--- config.mk ---
export PLATFORM = sky130hd
export DESIGN_NAME = selective_repeat_sender_window
export DESIGN_NICKNAME = d
export VERILOG_FILES = /design/src/rtl/core/srsw_pkg.sv /design/src/rtl/core/selective_repeat_sender_window.sv /design/src/rtl/core/srsw_cell.sv
export SDC_FILE = /design/constraint.sdc
export NUM_CORES = 1
export LEC_CHECK = 0
export BUFFER_PORTS_ARGS = -buffer_cell sky130_fd_sc_hd__buf_2
export CAP_MARGIN = 20
export CORE_MARGIN = 5
export CORE_UTILIZATION = 60
export CTS_CLUSTER_SIZE = 12
export DETAILED_ROUTE_END_ITERATION = 8
export GPL_ROUTABILITY_DRIVEN = 0
export PLACE_DENSITY = 0.88
export REMOVE_ABC_BUFFERS = 1
export SLEW_MARGIN = 30
export SYNTH_ARGS = -nofsm -noshare
export SYNTH_HDL_FRONTEND = slang
export SYNTH_SLANG_ARGS = --single-unit
export TNS_END_PERCENT = 10
--- constraint.sdc ---
create_clock -name clock -period 7.2 [get_ports clock]
set_input_delay 0.36 -clock clock [delete_from_list [all_inputs] [get_ports clock]]
set_output_delay 0.36 -clock clock [all_outputs]
set_load 0.05 [all_outputs]
--- src/rtl/core/srsw_pkg.sv ---
// shared types and constants for the selective-repeat sender window
// no dependencies
`timescale 1ns / 1ps

package srsw_pkg;

   localparam int ELAPSED_W = 16;
   localparam logic [ELAPSED_W-1:0] ELAPSED_MAX = '1;
   localparam logic [15:0] TIMEOUT_RESET = 16'd2000;
   localparam logic [2:0] MAX_RETX = 3'd4;

   // event kinds on the request side
   localparam logic [1:0] FUNC_NEW  = 2'd0;
   localparam logic [1:0] FUNC_ACK  = 2'd1;
   localparam logic [1:0] FUNC_TICK = 2'd2;

   // response actions
   localparam logic [1:0] ACT_NONE   = 2'd0;
   localparam logic [1:0] ACT_SEND   = 2'd1;
   localparam logic [1:0] ACT_RETX   = 2'd2;
   localparam logic [1:0] ACT_REJECT = 2'd3;

   typedef struct packed {
      logic                 acked;
      logic [ELAPSED_W-1:0] elapsed;
   } slot_type;

   typedef struct packed {
      logic load;   // take neighbor data
      logic clear;  // fresh slot for a new packet
      logic mark;   // acknowledged
   } cell_ctl_type;

   typedef enum logic [3:0] {
      ST_IDLE   = 4'b0001,
      ST_SLIDE  = 4'b0010,
      ST_SWEEP  = 4'b0100,
      ST_FINISH = 4'b1000
   } state_type;

endpackage

--- src/rtl/core/selective_repeat_sender_window.sv ---
// selective-repeat sender window, a row of WINDOW slot cells shifting toward slot 0
// new packet or unused event: finish state, then response register; ack: slide out acked head
// slots; tick: rotate the row once past the head, stalling when a retransmit meets a full
// response register; one event at a time, ready again once the last response is loaded
// reset: synchronous, clears base, next and all cells, timeout back to 2000, no clearing pass
// depends on srsw_pkg and srsw_cell
`timescale 1ns / 1ps

module selective_repeat_sender_window
   import srsw_pkg::*;
#(
   parameter int WINDOW   = 4,
   parameter int SEQ_BITS = 16
) (
   input  logic        clock,
   input  logic        reset,
   input  logic        req_valid,
   output logic        req_ready,
   input  logic [1:0]  req_func,
   input  logic [15:0] req_ack_seq,
   output logic        rsp_valid,
   input  logic        rsp_ready,
   output logic [1:0]  rsp_action,
   output logic [15:0] rsp_seq,
   output logic [2:0]  rsp_in_flight,
   output logic        rsp_all_acked,
   output logic        rsp_last,
   input  logic        csr_write_en,
   input  logic [15:0] csr_write_data
);

   localparam int CW = (SEQ_BITS > 6) ? SEQ_BITS : 6;
   localparam int IW = (WINDOW > 1) ? $clog2(WINDOW) : 1;
   localparam logic [CW-1:0] WINDOW_C = CW'(WINDOW);
   localparam logic [IW-1:0] LAST_STEP = IW'(WINDOW - 1);

   state_type             state_ff, state_in;
   logic [15:0]           timeout_ff, timeout_in;
   logic [SEQ_BITS-1:0]   base_ff, base_in;
   logic [SEQ_BITS-1:0]   next_ff, next_in;
   logic [SEQ_BITS-1:0]   sweep_seq_ff, sweep_seq_in;
   logic [IW-1:0]         step_ff, step_in;
   logic [2:0]            cnt_ff, cnt_in;
   logic [1:0]            pend_action_ff, pend_action_in;
   logic [15:0]           pend_seq_ff, pend_seq_in;
   logic                  rsp_valid_ff, rsp_valid_in;
   logic [1:0]            rsp_action_ff, rsp_action_in;
   logic [15:0]           rsp_seq_ff, rsp_seq_in;
   logic [2:0]            rsp_in_flight_ff, rsp_in_flight_in;
   logic                  rsp_all_acked_ff, rsp_all_acked_in;
   logic                  rsp_last_ff, rsp_last_in;

   slot_type              cell_q [WINDOW];
   slot_type              tail_in;
   slot_type              head_new;

   logic [SEQ_BITS-1:0]   n_seq;
   logic [CW-1:0]         n_ext;
   logic [SEQ_BITS+15:0]  ack_wide;
   logic [SEQ_BITS-1:0]   ack_s;
   logic [SEQ_BITS-1:0]   off_seq;
   logic [CW-1:0]         off_ext;
   logic [SEQ_BITS+15:0]  sweep_seq_wide;
   logic                  accept;
   logic                  out_free;
   logic                  win_full;
   logic                  new_ok;
   logic                  ack_ok;
   logic                  shift_all;
   logic                  in_win;
   logic                  active;
   logic [ELAPSED_W-1:0]  e_inc;
   logic                  fire;
   logic                  stall;
   logic                  push;
   logic                  push_last;

   assign n_seq    = next_ff - base_ff;
   assign n_ext    = CW'(n_seq);
   assign ack_wide = {{SEQ_BITS{1'b0}}, req_ack_seq};
   assign ack_s    = ack_wide[SEQ_BITS-1:0];
   assign off_seq  = ack_s - base_ff;
   assign off_ext  = CW'(off_seq);
   assign sweep_seq_wide = {16'b0, sweep_seq_ff};

   assign req_ready = (state_ff == ST_IDLE);
   assign accept    = req_valid && req_ready;
   assign out_free  = !rsp_valid_ff || rsp_ready;
   assign win_full  = (n_ext >= WINDOW_C) || (n_seq == '1);
   assign new_ok    = accept && (req_func == FUNC_NEW) && !win_full;
   assign ack_ok    = accept && (req_func == FUNC_ACK) && (off_ext < n_ext);

   // head of the row, worked on during a tick sweep
   assign in_win = (CW'(step_ff) < n_ext);
   assign active = in_win && !cell_q[0].acked;
   assign e_inc  = (cell_q[0].elapsed == ELAPSED_MAX) ? cell_q[0].elapsed
                                                      : cell_q[0].elapsed + 1'b1;
   assign fire   = active && (e_inc > timeout_ff) && (cnt_ff < MAX_RETX);
   assign stall  = fire && (cnt_ff != 3'd0) && !out_free;

   always_comb begin
      head_new = cell_q[0];
      if (fire) begin
         head_new.elapsed = '0;
      end else if (active) begin
         head_new.elapsed = e_inc;
      end
   end

   assign shift_all = ((state_ff == ST_SLIDE) && (n_seq != '0) && cell_q[0].acked)
                   || ((state_ff == ST_SWEEP) && !stall);
   assign tail_in   = (state_ff == ST_SWEEP) ? head_new : '0;

   genvar gi;
   generate
      for (gi = 0; gi < WINDOW; gi++) begin : g_cell
         cell_ctl_type ctl;
         slot_type     d_in;
         assign ctl.load  = shift_all;
         assign ctl.clear = new_ok && (n_ext == CW'(gi));
         assign ctl.mark  = ack_ok && (off_ext == CW'(gi));
         if (gi == WINDOW - 1) begin : g_tail
            assign d_in = tail_in;
         end else begin : g_mid
            assign d_in = cell_q[gi+1];
         end
         srsw_cell u_cell (
            .clock (clock),
            .reset (reset),
            .ctl   (ctl),
            .d_in  (d_in),
            .q     (cell_q[gi])
         );
      end
   endgenerate

   always_comb begin
      state_in       = state_ff;
      timeout_in     = csr_write_en ? csr_write_data : timeout_ff;
      base_in        = base_ff;
      next_in        = next_ff;
      sweep_seq_in   = sweep_seq_ff;
      step_in        = step_ff;
      cnt_in         = cnt_ff;
      pend_action_in = pend_action_ff;
      pend_seq_in    = pend_seq_ff;
      push           = 1'b0;
      push_last      = 1'b0;

      case (state_ff)
         ST_IDLE: begin
            if (accept) begin
               pend_action_in = ACT_NONE;
               pend_seq_in    = '0;
               state_in       = ST_FINISH;
               case (req_func)
                  FUNC_NEW: begin
                     if (win_full) begin
                        pend_action_in = ACT_REJECT;
                     end else begin
                        pend_action_in = ACT_SEND;
                        pend_seq_in    = 16'(({16'b0, next_ff}));
                        next_in        = next_ff + SEQ_BITS'(1);
                     end
                  end
                  FUNC_ACK: begin
                     state_in = ST_SLIDE;
                  end
                  FUNC_TICK: begin
                     state_in     = ST_SWEEP;
                     step_in      = '0;
                     cnt_in       = '0;
                     sweep_seq_in = base_ff;
                  end
                  default: begin
                     state_in = ST_FINISH;
                  end
               endcase
            end
         end
         ST_SLIDE: begin
            if (shift_all) begin
               base_in = base_ff + SEQ_BITS'(1);
            end else begin
               state_in = ST_FINISH;
            end
         end
         ST_SWEEP: begin
            if (!stall) begin
               if (fire) begin
                  // the previous retransmit is known not to be the final one
                  push           = (cnt_ff != 3'd0);
                  pend_action_in = ACT_RETX;
                  pend_seq_in    = sweep_seq_wide[15:0];
                  cnt_in         = cnt_ff + 3'd1;
               end
               step_in      = step_ff + IW'(1);
               sweep_seq_in = sweep_seq_ff + SEQ_BITS'(1);
               if (step_ff == LAST_STEP) begin
                  state_in = ST_FINISH;
               end
            end
         end
         ST_FINISH: begin
            if (out_free) begin
               push      = 1'b1;
               push_last = 1'b1;
               state_in  = ST_IDLE;
            end
         end
         default: begin
            state_in = ST_IDLE;
         end
      endcase
   end

   always_comb begin
      rsp_valid_in     = rsp_valid_ff && !rsp_ready;
      rsp_action_in    = rsp_action_ff;
      rsp_seq_in       = rsp_seq_ff;
      rsp_in_flight_in = rsp_in_flight_ff;
      rsp_all_acked_in = rsp_all_acked_ff;
      rsp_last_in      = rsp_last_ff;
      if (push) begin
         rsp_valid_in     = 1'b1;
         rsp_action_in    = pend_action_ff;
         rsp_seq_in       = pend_seq_ff;
         rsp_in_flight_in = n_seq[2:0];
         rsp_all_acked_in = (n_seq == '0);
         rsp_last_in      = push_last;
      end
   end

   always_ff @(posedge clock) begin
      if (reset) begin
         state_ff     <= ST_IDLE;
         timeout_ff   <= TIMEOUT_RESET;
         base_ff      <= '0;
         next_ff      <= '0;
         rsp_valid_ff <= 1'b0;
         cnt_ff       <= '0;
      end else begin
         state_ff     <= state_in;
         timeout_ff   <= timeout_in;
         base_ff      <= base_in;
         next_ff      <= next_in;
         rsp_valid_ff <= rsp_valid_in;
         cnt_ff       <= cnt_in;
      end
   end

   always_ff @(posedge clock) begin
      sweep_seq_ff     <= sweep_seq_in;
      step_ff          <= step_in;
      pend_action_ff   <= pend_action_in;
      pend_seq_ff      <= pend_seq_in;
      rsp_action_ff    <= rsp_action_in;
      rsp_seq_ff       <= rsp_seq_in;
      rsp_in_flight_ff <= rsp_in_flight_in;
      rsp_all_acked_ff <= rsp_all_acked_in;
      rsp_last_ff      <= rsp_last_in;
   end

   assign rsp_valid     = rsp_valid_ff;
   assign rsp_action    = rsp_action_ff;
   assign rsp_seq       = rsp_seq_ff;
   assign rsp_in_flight = rsp_in_flight_ff;
   assign rsp_all_acked = rsp_all_acked_ff;
   assign rsp_last      = rsp_last_ff;

`ifndef SYNTHESIS
   a_window_bound: assert property (@(posedge clock) disable iff (reset)
      n_ext <= WINDOW_C)
      else $error("outstanding count beyond window");

   a_accept_leaves_idle: assert property (@(posedge clock) disable iff (reset)
      accept |=> (state_ff != ST_IDLE))
      else $error("accepted transfer not processed");

   a_retx_limit: assert property (@(posedge clock) disable iff (reset)
      cnt_ff <= MAX_RETX)
      else $error("too many retransmits in one tick");

   a_send_is_last: assert property (@(posedge clock) disable iff (reset)
      (rsp_valid && (rsp_action == ACT_SEND)) |-> rsp_last)
      else $error("send command not final response");

   a_no_push_overwrite: assert property (@(posedge clock) disable iff (reset)
      push |-> out_free)
      else $error("response register overwritten");
`endif

endmodule

--- src/rtl/core/srsw_cell.sv ---
// one window slot: acknowledge flag and saturating retransmit timer
// depends on srsw_pkg
`timescale 1ns / 1ps

module srsw_cell
   import srsw_pkg::*;
(
   input  logic         clock,
   input  logic         reset,
   input  cell_ctl_type ctl,
   input  slot_type     d_in,
   output slot_type     q
);

   slot_type slot_ff;
   slot_type slot_in;

   always_comb begin
      slot_in = slot_ff;
      if (ctl.clear) begin
         slot_in = '0;
      end else if (ctl.load) begin
         slot_in = d_in;
      end else if (ctl.mark) begin
         slot_in.acked = 1'b1;
      end
   end

   always_ff @(posedge clock) begin
      if (reset) begin
         slot_ff <= '0;
      end else begin
         slot_ff <= slot_in;
      end
   end

   assign q = slot_ff;

endmodule

==> results of run 1 <==
[layout make-up]
class	count	share of cell area [%]
clock buffer	19	3.99
tap	225	2.42
clock inverter	13	1.12
timing repair buffer	74	3.46
multi-input combinational	884	50.4
sequential	183	36.6
inverter	63	2.03
[through the flow]
step	worst slack, ps	total power [mW]	instance area, um^2	std cells	util, %
floorplan	1170	1.27	10300	1130	-
global placement	2050	1.33	11000	1428	63.8
detailed placement	1890	1.34	11000	1428	63.9
CTS	1810	2.27	11600	1460	67.3
global route	1230	2.34	11600	1461	67.4
finish	1660	2.27	11600	1461	67.4
[path summary, 6_finish.rpt]
path | from | slack [ps] | cells past startpoint | to
setup / recovery | g_cell[0].u_cell.q[3] | 1660 | 18 | sweep_seq_ff[11]
hold / removal | csr_write_data[4] | 150 | 3 | timeout_ff[4]
setup reg to reg | g_cell[0].u_cell.q[3] | 1660 | 18 | sweep_seq_ff[11]
hold reg to reg | pend_seq_ff[8] | 420 | 0 | rsp_seq[8]
[Yosys cell counts, types with 4 or more instances]
cell type | n | share of area (%)
or2_2 | 7 | 0.42
a21oi_1 | 70 | 3.3
o31ai_1 | 4 | 0.29
nor2b_1 | 13 | 0.77
o21ai_0 | 97 | 4.6
nand2_1 | 109 | 3.9
and3_1 | 23 | 1.4
mux2i_1 | 20 | 1.9
nor2_1 | 88 | 3.1
o21a_1 | 8 | 0.57
inv_1 | 62 | 2.2
a211oi_1 | 10 | 0.71
a21o_1 | 14 | 1.0
nand2b_1 | 9 | 0.54
a22o_1 | 16 | 1.3
edfxtp_1 | 59 | 17
ha_1 | 72 | 8.6
nor3_1 | 26 | 1.2
nand4_1 | 52 | 3.1
nor4_1 | 8 | 0.48
nand3_1 | 40 | 1.9
and2_1 | 6 | 0.36
xor2_1 | 26 | 2.2
xnor2_1 | 40 | 3.3
dfxtp_1 | 124 | 24
a31oi_1 | 9 | 0.54
clkbuf_1 | 59 | 2.1
or4_1 | 6 | 0.43
o211ai_1 | 14 | 1.0
a31o_2 | 7 | 0.58
o2bb2ai_1 | 16 | 1.3
or3_1 | 12 | 0.71
o31a_1 | 5 | 0.42
[cell families (layout without fill, tap and decap cells)]
family | Yosys count | count (layout) | synth area share, %
muxes | 22 | 22 | 2.12
xor gates and xnor gates | 66 | 66 | 5.49
and+or+nand+nor | 413 | 413 | 19.5
AOI/OAI and AO/OA | 309 | 309 | 18.9
buffers and inverters | 126 | 169 | 4.58
adders and majority gates | 74 | 74 | 8.94
DFF | 183 | 183 | 40.4
[sequential cells by signal (all words and copies together), names as in the netlist, 4 cells and up]
signal           flops
g_cell.u_cell.q     68
base_ff             16
next_ff             16
pend_seq_ff         16
rsp_seq             16
sweep_seq_ff        16
timeout_ff          16
state_ff             4
[power breakdown]
group | internal, mW | switching (mW)
clock | 0.518 | 0.430
sequential | 1.10 | 0.0173
combinational | 0.0722 | 0.133
[per-layer routing]
layer / vias to the layer above / wire length, um / global-route usage (%)
met5: - / 0 / 0
met4: 0 / 527 / 7.30
met3: 52 / 2320 / 4.57
met2: 470 / 12300 / 42.3
met1: 4423 / 11400 / 35.9
li1: 4412 / - / -
[worst register-to-register path: stages, from the launching register on]
cell      delay, ps
dfxtp_1         470
and3_1          300
nand4_1         200
nor3_1          230
and2_1          230
nand2b_1        180
nand4_1         370
nor2_1          120
xor2_1          180
ha_1            310
a21o_1          180
a21o_1          170
a21o_1          160
a211oi_1        260
o21ai_0         120
o21ai_0         250
nand2b_1        300
o21a_1          640
or2_2           520
==> reports/metrics.csv, run 1 <==
metric,value,unit
cp.arrival,5620,ps
tightest_slew,964,ps
power_density,196,nW/um^2
crit_buf_inv,0,
synth_edf_count,59,
grt_max_degree,51,
hpwl,18.7,mm
crit_path_end_kind,flop,
relSlewSlack,34.8,%
cp_slowest_cell,o21a_1,
drv_cap,0,
holdWs,148,ps
multi_input_area,5860,um^2
hold_viol_final,0,
finClkSkew,10.2,ps
diodes,0,
synth_seq_cells,183,
wl_per_cell,18.2,um
drive_above_1_share,11.4,%
ys.warnings.count,0,
htree_levels,4,
num_vias,9357,
finalWirelength,26.5,mm
cp-start-kind,flop,
synthArstFlopShare,0,%
dieArea,20300,um^2
synth.cell_area,10500,um^2
antenna_found_initial,0,
core_area,17200,um^2
p_leak,4.50,nW
register_area,4250,um^2
final_common_cell,dfxtp_1,
fmax,180,MHz
fp.dieW,142,um
grt_pass1_wl,43.1,mm
setup_tns,0,ps
grt-ovfl-total,0,
drc_errors,0,
path_cells,and3_1 -> nand4_1 -> nor3_1 -> and2_1 -> nand2b_1 -> nand4_1 -> nor2_1 -> xor2_1 -> ha_1 -> a21o_1 -> a21o_1 -> a21o_1 -> a211oi_1 -> o21ai_0 -> o21ai_0 -> nand2b_1 -> o21a_1 -> or2_2,
seq_area_frac_synth,40.4,%
clkLatencyLatePin,440,ps
rows,48,
max-clock-path-buffers,2,
root_buffer,clkbuf_16,
vdd_ir_drop_max,171,uV
dr.pass1.iters,7,
slowest_delay,640,ps
nFillCells,1290,
cts_tree,yes,
crit_family,simple AND/OR/NAND/NOR gates,
layout.nets,1336,
period_share,77.0,%
portBuffers,63,
path_class,reg2reg,
cts_buffers,17,
yosys_most_used_dff,dfxtp_1,
crit_required,7280,ps
grt_use_total,26.0,%
postCtsResizedCells,0,
path_max_fanout,20,
die_y,142,um
min_period,5540,ps
synth_area_per_cell,8.82,um^2
clock-sinks,183,
postCtsSetupRepairBufs,0,
final_cell_mix,"dfxtp_1 (124), nand2_1 (109), o21ai_0 (97)",
crit_top_cell,a21o_1,
syn2layout_area_growth,10.5,%
holdBufCountCts,0,
synthCells,1193,
grt_pass1_vias,8615,
initial_utilization,61.0,%
hold_class,in2reg,
synth_cell_types,70,
drt_iter0_drc,1162,
rsz0062_at_grt,false,
avgViaCountPerCell,6.40,
outcome,completed,
clk_pin_slew,70,ps
finalSetupViolations,0,
slew_viol_final,0,
pin_count,64,
ant_nets,0,
No activity file was read; power rests on OpenSTA's default activity.
==> inputs of run 2 (changes only) <==
--- a/config.mk
+++ b/config.mk
@@ -8,11 +8,11 @@
 export BUFFER_PORTS_ARGS = -buffer_cell sky130_fd_sc_hd__buf_2
 export CAP_MARGIN = 20
 export CORE_MARGIN = 5
-export CORE_UTILIZATION = 60
+export CORE_UTILIZATION = 56
 export CTS_CLUSTER_SIZE = 12
 export DETAILED_ROUTE_END_ITERATION = 8
 export GPL_ROUTABILITY_DRIVEN = 0
-export PLACE_DENSITY = 0.88
+export PLACE_DENSITY = 0.86
 export REMOVE_ABC_BUFFERS = 1
 export SLEW_MARGIN = 30
 export SYNTH_ARGS = -nofsm -noshare
==> constraint.sdc (replaced) <==
create_clock -name clock -period 4.97 [get_ports clock]
set_input_delay 0.2485 -clock clock [delete_from_list [all_inputs] [get_ports clock]]
set_output_delay 0.2485 -clock clock [all_outputs]
set_load 0.05 [all_outputs]
==> reports/metrics.csv, run 2 (synthesis results as in run 1) <==
metric,value,unit,change
outcome,completed,,unchanged
power_density,278,nW/um^2,was 196 nW/um^2
fmax,209,MHz,was 180 MHz
cts_tree,yes,,unchanged
grt_max_degree,49,,was 51
portBuffers,63,,unchanged
core_area,18600,um^2,was 17200 um^2
clk_pin_slew,80,ps,was 70 ps
dieArea,21600,um^2,was 20300 um^2
cp-start-kind,flop,,unchanged
grt-ovfl-total,0,,unchanged
p_leak,4.58,nW,was 4.50 nW
crit_path_end_kind,flop,,unchanged
setup_tns,0,ps,unchanged
wl_per_cell,17.8,um,was 18.2 um
rows,50,,was 48
tightest_slew,895,ps,was 964 ps
grt_pass1_wl,43.2,mm,was 43.1 mm
relSlewSlack,39.5,%,was 34.8%
fp.dieW,147,um,was 142 um
dr.pass1.iters,5,,was 7
layout.nets,1350,,was 1336
drv_cap,0,,unchanged
cp_slowest_cell,or4_1,,was o21a_1
fin_ws,188,ps,was 1660 ps
vdd_ir_drop_max,245,uV,was 171 uV
die_y,147,um,was 142 um
grt_use_total,24.1,%,was 26.0%
pin_count,64,,unchanged
pre_cts_ws,250,ps,was 1890 ps
period_share,96.2,%,was 77.0%
initial_utilization,56.6,%,was 61.0%
path_max_fanout,13,,was 20
grt_pass1_vias,8710,,was 8615
antenna_found_initial,0,,unchanged
nFillCells,1406,,was 1290
clock-sinks,183,,unchanged
finalSetupViolations,0,,unchanged
clkLatencyLatePin,440,ps,about the same
register_area,4250,um^2,unchanged
avgViaCountPerCell,6.31,,was 6.40
hpwl,18.9,mm,was 18.7 mm
num_vias,9362,,was 9357
crit_required,5340,ps,was 7280 ps
finalWirelength,26.4,mm,was 26.5 mm
holdBufCountCts,0,,unchanged
max-clock-path-buffers,2,,unchanged
slowest_delay,630,ps,was 640 ps
slew_viol_final,0,,unchanged
final_common_cell,dfxtp_1,,unchanged
drc_errors,0,,unchanged
htree_levels,4,,unchanged
cp.arrival,5150,ps,was 5620 ps
path_cells,inv_1 -> ha_1 -> inv_1 -> fa_1 -> a21o_1 -> a221oi_2 -> o211ai_1 -> and2_4 -> a211o_1 -> or4_1 -> or4_1 -> or3_4 -> or3_1 -> a21oi_1,,was and3_1 -> nand4_1 -> nor3_1 -> and2_1 -> nand2b_1 -> nand4_1 -> nor2_1 -> xor2_1 -> ha_1 -> a21o_1 -> a21o_1 -> a21o_1 -> a211oi_1 -> o21ai_0 -> o21ai_0 -> nand2b_1 -> o21a_1 -> or2_2
multi_input_area,5860,um^2,about the same
finClkSkew,12.6,ps,was 10.2 ps
final_cell_mix,"dfxtp_1 (124), nand2_1 (109), o21ai_0 (96)",,"was dfxtp_1 (124), nand2_1 (109), o21ai_0 (97)"
syn2layout_area_growth,12.1,%,was 10.5%
diodes,0,,unchanged
drive_above_1_share,12.4,%,was 11.4%
ant_nets,0,,unchanged
hold_viol_final,0,,unchanged
largest_reg_flops,68,,unchanged
drt_iter0_drc,1047,,was 1162
cts_buffers,17,,unchanged
min_period,4780,ps,was 5540 ps
root_buffer,clkbuf_16,,unchanged
rsz0062_at_grt,false,,unchanged
path_class,reg2reg,,unchanged
hold_class,in2reg,,unchanged
==> run 2: cell count changes in the layout (fill, tap and decap cells not counted), moves of 2 or more <==
cell | previous run | this run
buf_4 | 10 | 21
clkinv_4 | 2 | 0
inv_12 | 0 | 3
buf_12 | 0 | 2
clkinv_2 | 2 | 0
inv_6 | 3 | 5
==> run 2: stage by stage <==
stage / std cells / util (%) / hold WS (ps) / total power, mW / area [um^2]
2_1_floorplan: 1130 / - / 318 / 1.84 / 10300
3_3_place_gp: 1450 / 59.9 / 400 / 1.94 / 11100
3_5_place_dp: 1452 / 60.1 / 405 / 1.95 / 11200
4_1_cts: 1484 / 63.3 / 27.9 / 3.28 / 11800
5_1_grt: 1484 / 63.5 / 34.1 / 3.39 / 11800
6_report: 1484 / 63.5 / 35.5 / 3.28 / 11800
==> run 2: area by class of cell <==
cell class	count	area share, %
Timing Repair Buffer	88	4.71
Clock buffer	17	3.61
Multi-Input combinational cell	884	49.7
Sequential cell	183	36.1
Clock inverter	15	1.42
Inverter	63	2.00
Tap cell	234	2.48
==> run 2: path summary, 6_finish.rpt <==
path / to / slack (ps) / cells past startpoint / from
max reg2reg: next_ff[13] / 190 / 14 / next_ff[0]
max: next_ff[13] / 190 / 14 / next_ff[0]
min reg2reg: rsp_seq[6] / 420 / 0 / pend_seq_ff[6]
min: timeout_ff[7] / 40 / 3 / csr_write_data[7]
==> run 2: routing by layer <==
metal	part of all wire, %	wire length, um	vias to the layer above	global-route usage (%)
met5	0	0	-	0
met4	3.0	799	0	8.90
met3	8.0	2100	66	4.13
met2	46	12100	485	38.5
met1	43	11300	4367	33.1
li1	-	-	4444	-
==> run 2: critical path: cells and delay by family (launching register included) <==
kind,cells,cell delay (ps)
AOI/OAI and AO/OA,5,1230
DFF,1,360
adders and majority gates,2,580
and+or+nand+nor,5,2330
buffers and inverters,2,190
==> run 2: power breakdown <==
part | leakage (nW) | switching [mW] | total (mW) | internal [mW]
combinational | 2.73 | 0.195 | 0.304 | 0.109
sequential | 1.56 | 0.0217 | 1.62 | 1.60
clock | 0.290 | 0.673 | 1.36 | 0.686
total | 4.58 | 0.889 | 3.28 | 2.39
==> run 2: timing repair <==
item | 4_1_cts | 5_1_grt
setup buffers | 0 | 0
resized for setup | 0 | 4
endpoints found under the hold margin | 0 | 0
endpoints found under the setup margin | 0 | 110
==> inputs of run 3 (changes only) <==
--- a/config.mk
+++ b/config.mk
@@ -5,14 +5,14 @@
 export SDC_FILE = /design/constraint.sdc
 export NUM_CORES = 1
 export LEC_CHECK = 0
-export BUFFER_PORTS_ARGS = -buffer_cell sky130_fd_sc_hd__buf_2
+export BUFFER_PORTS_ARGS = -buffer_cell sky130_fd_sc_hd__buf_4
 export CAP_MARGIN = 20
 export CORE_MARGIN = 5
-export CORE_UTILIZATION = 56
+export CORE_UTILIZATION = 40
 export CTS_CLUSTER_SIZE = 12
 export DETAILED_ROUTE_END_ITERATION = 8
 export GPL_ROUTABILITY_DRIVEN = 0
-export PLACE_DENSITY = 0.86
+export PLACE_DENSITY = 0.67
 export REMOVE_ABC_BUFFERS = 1
 export SLEW_MARGIN = 30
 export SYNTH_ARGS = -nofsm -noshare
==> reports/metrics.csv, run 3 (synthesis results as in run 1) <==
metric,value,unit,change
rsz0062_at_grt,false,,unchanged
path_cells,and3_1 -> nand4_1 -> nor3_1 -> and2_1 -> nand2b_1 -> nand4_1 -> nor2_1 -> xor2_1 -> ha_1 -> a21o_1 -> a21o_1 -> a21o_1 -> a211oi_1 -> o21ai_0 -> o21ai_1 -> nand2b_1 -> buf_4 -> nand2_1 -> a211oi_2 -> buf_6,,was inv_1 -> ha_1 -> inv_1 -> fa_1 -> a21o_1 -> a221oi_2 -> o211ai_1 -> and2_4 -> a211o_1 -> or4_1 -> or4_1 -> or3_4 -> or3_1 -> a21oi_1
outcome,completed,,unchanged
dr.pass1.iters,5,,unchanged
grt-ovfl-total,0,,unchanged
layout.cells.non_filler,1594,,was 1484
drv_cap,0,,unchanged
grt_max_degree,50,,was 49
die_y,172,um,was 147 um
fin_ws,352,ps,was 188 ps
ant_nets,0,,unchanged
finClkSkew,13.2,ps,was 12.6 ps
slowest_delay,470,ps,was 630 ps
final_core_utilization,46.6,%,was 63.5%
p_leak,4.66,nW,was 4.58 nW
root_buffer,clkbuf_16,,unchanged
clock-sinks,183,,unchanged
grt_use_total,17.7,%,was 24.1%
cts_buffers,17,,unchanged
finalSetupViolations,0,,unchanged
portBuffers,63,,unchanged
tightest_slew,800,ps,was 895 ps
wl_per_cell,16.7,um,was 17.8 um
drc_errors,0,,unchanged
crit_required,5100,ps,was 5340 ps
p_total,3.32,mW,was 3.28 mW
final_cell_mix,"dfxtp_1 (123), nand2_1 (109), o21ai_0 (96), buf_4 (96), nor2_1 (87)",,"was dfxtp_1 (124), nand2_1 (109), o21ai_0 (96)"
syn2layout_area_growth,15.2,%,was 12.1%
htree_levels,4,,unchanged
core_area,26000,um^2,was 18600 um^2
crit_buf_inv,2,,unchanged
hold_viol_final,0,,unchanged
grt_pass1_vias,8324,,was 8710
pre_cts_ws,277,ps,was 250 ps
cp-start-kind,flop,,unchanged
holdBufCountCts,0,,unchanged
cts_tree,yes,,unchanged
rows,59,,was 50
relSlewSlack,45.9,%,was 39.5%
hpwl,19.4,mm,was 18.9 mm
avgViaCountPerCell,5.58,,was 6.31
drive_above_1_share,13.3,%,was 12.4%
nFillCells,2469,,was 1406
layout.nets,1359,,was 1350
path_max_fanout,18,,was 13
vdd_ir_drop_max,313,uV,was 245 uV
finalWirelength,26.6,mm,was 26.4 mm
fmax,217,MHz,was 209 MHz
pin_count,64,,unchanged
crit_top_cell,a21o_1,,
cp.arrival,4750,ps,was 5150 ps
place_inst,1553,,was 1452
grt_pass1_wl,42.6,mm,was 43.2 mm
period_share,92.9,%,was 96.2%
initial_utilization,40.5,%,was 56.6%
num_vias,8889,,was 9362
min_period,4620,ps,was 4780 ps
largest_reg_flops,68,,unchanged
path_class,reg2reg,,unchanged
clk_pin_slew,80,ps,about the same
crit_path_end_kind,flop,,unchanged
crit_family,simple AND/OR/NAND/NOR gates,,unchanged
setup_tns,0,ps,unchanged
diodes,0,,unchanged
fp.dieW,172,um,was 147 um
max-clock-path-buffers,2,,unchanged
drt_iter0_drc,788,,was 1047
hold_class,in2reg,,unchanged
antenna_found_initial,0,,unchanged
slew_viol_final,0,,unchanged
dieArea,29600,um^2,was 21600 um^2
power_density,274,nW/um^2,was 278 nW/um^2
cp_slowest_cell,dfxtp_1,,was or4_1
clkLatencyLatePin,430,ps,was 440 ps
final_common_cell,dfxtp_1,,unchanged
[run 3: cell count changes in the layout (fill, tap and decap cells not counted), sizes merged]
cell,before,now
buf,88,97
clkinvlp,1,0
clkinv,2,4
inv,75,73
clkbuf,17,18
[run 3: final timing paths]
check / startpoint / cells past startpoint / to / slack, ps
worst max-delay path: g_cell[0].u_cell.q[6] / 20 / pend_seq_ff[3] / 350
worst min-delay path: csr_write_data[9] / 3 / timeout_ff[9] / 40
worst max register to register: g_cell[0].u_cell.q[6] / 20 / pend_seq_ff[3] / 350
worst min register to register: pend_seq_ff[3] / 0 / rsp_seq[3] / 420
[run 3: layout make-up]
cell class / instances / area, um^2 / area share (%)
Inverter: 63 / 236 / 1.95
Clock inverter: 14 / 163 / 1.34
Tap cell: 335 / 419 / 3.46
Multi-Input combinational cell: 884 / 5870 / 48.4
Clock buffer: 18 / 450 / 3.72
Sequential cell: 183 / 4260 / 35.1
Timing Repair Buffer: 97 / 732 / 6.04
[run 3: through the flow]
| stage | hold WS (ps) | instance area [um^2] |
|---|---|---|
| 5_1_grt | 50.6 | 12100 |
| 6_report | 39.4 | 12100 |
| 3_5_place_dp | 405 | 11400 |
| 2_1_floorplan | 318 | 10300 |
| 3_3_place_gp | 401 | 11400 |
| 4_1_cts | 27.7 | 12000 |
[run 3: worst min-delay path: stages]
cell and delay, ps:
buf_4 70, nand2_1 50, o211ai_1 60
[run 3: metal layers]
metal	routed length, um	share of wire [%]	global-route usage (%)	vias to the layer above
li1	-	-	-	4456
met3	1400	5.3	2.74	28
met4	452	1.7	4.92	0
met2	11700	44	27.5	210
met5	0	0	0	-
met1	13000	49	25.8	4195
[run 3: what timing repair did]
| item | 4_1_cts | 5_1_grt |
|---|---|---|
| gates resized for setup | 0 | 9 |
| buffers inserted | 0 | 9 |
| setup endpoints to repair | 0 | 91 |
[run 3: where the power goes]
| part | switching (mW) | internal [mW] | total (mW) |
|---|---|---|---|
| clock network | 0.675 | 0.716 | 1.39 |
| logic | 0.191 | 0.122 | 0.313 |
| registers | 0.0214 | 1.60 | 1.62 |
| total | 0.888 | 2.43 | 3.32 |
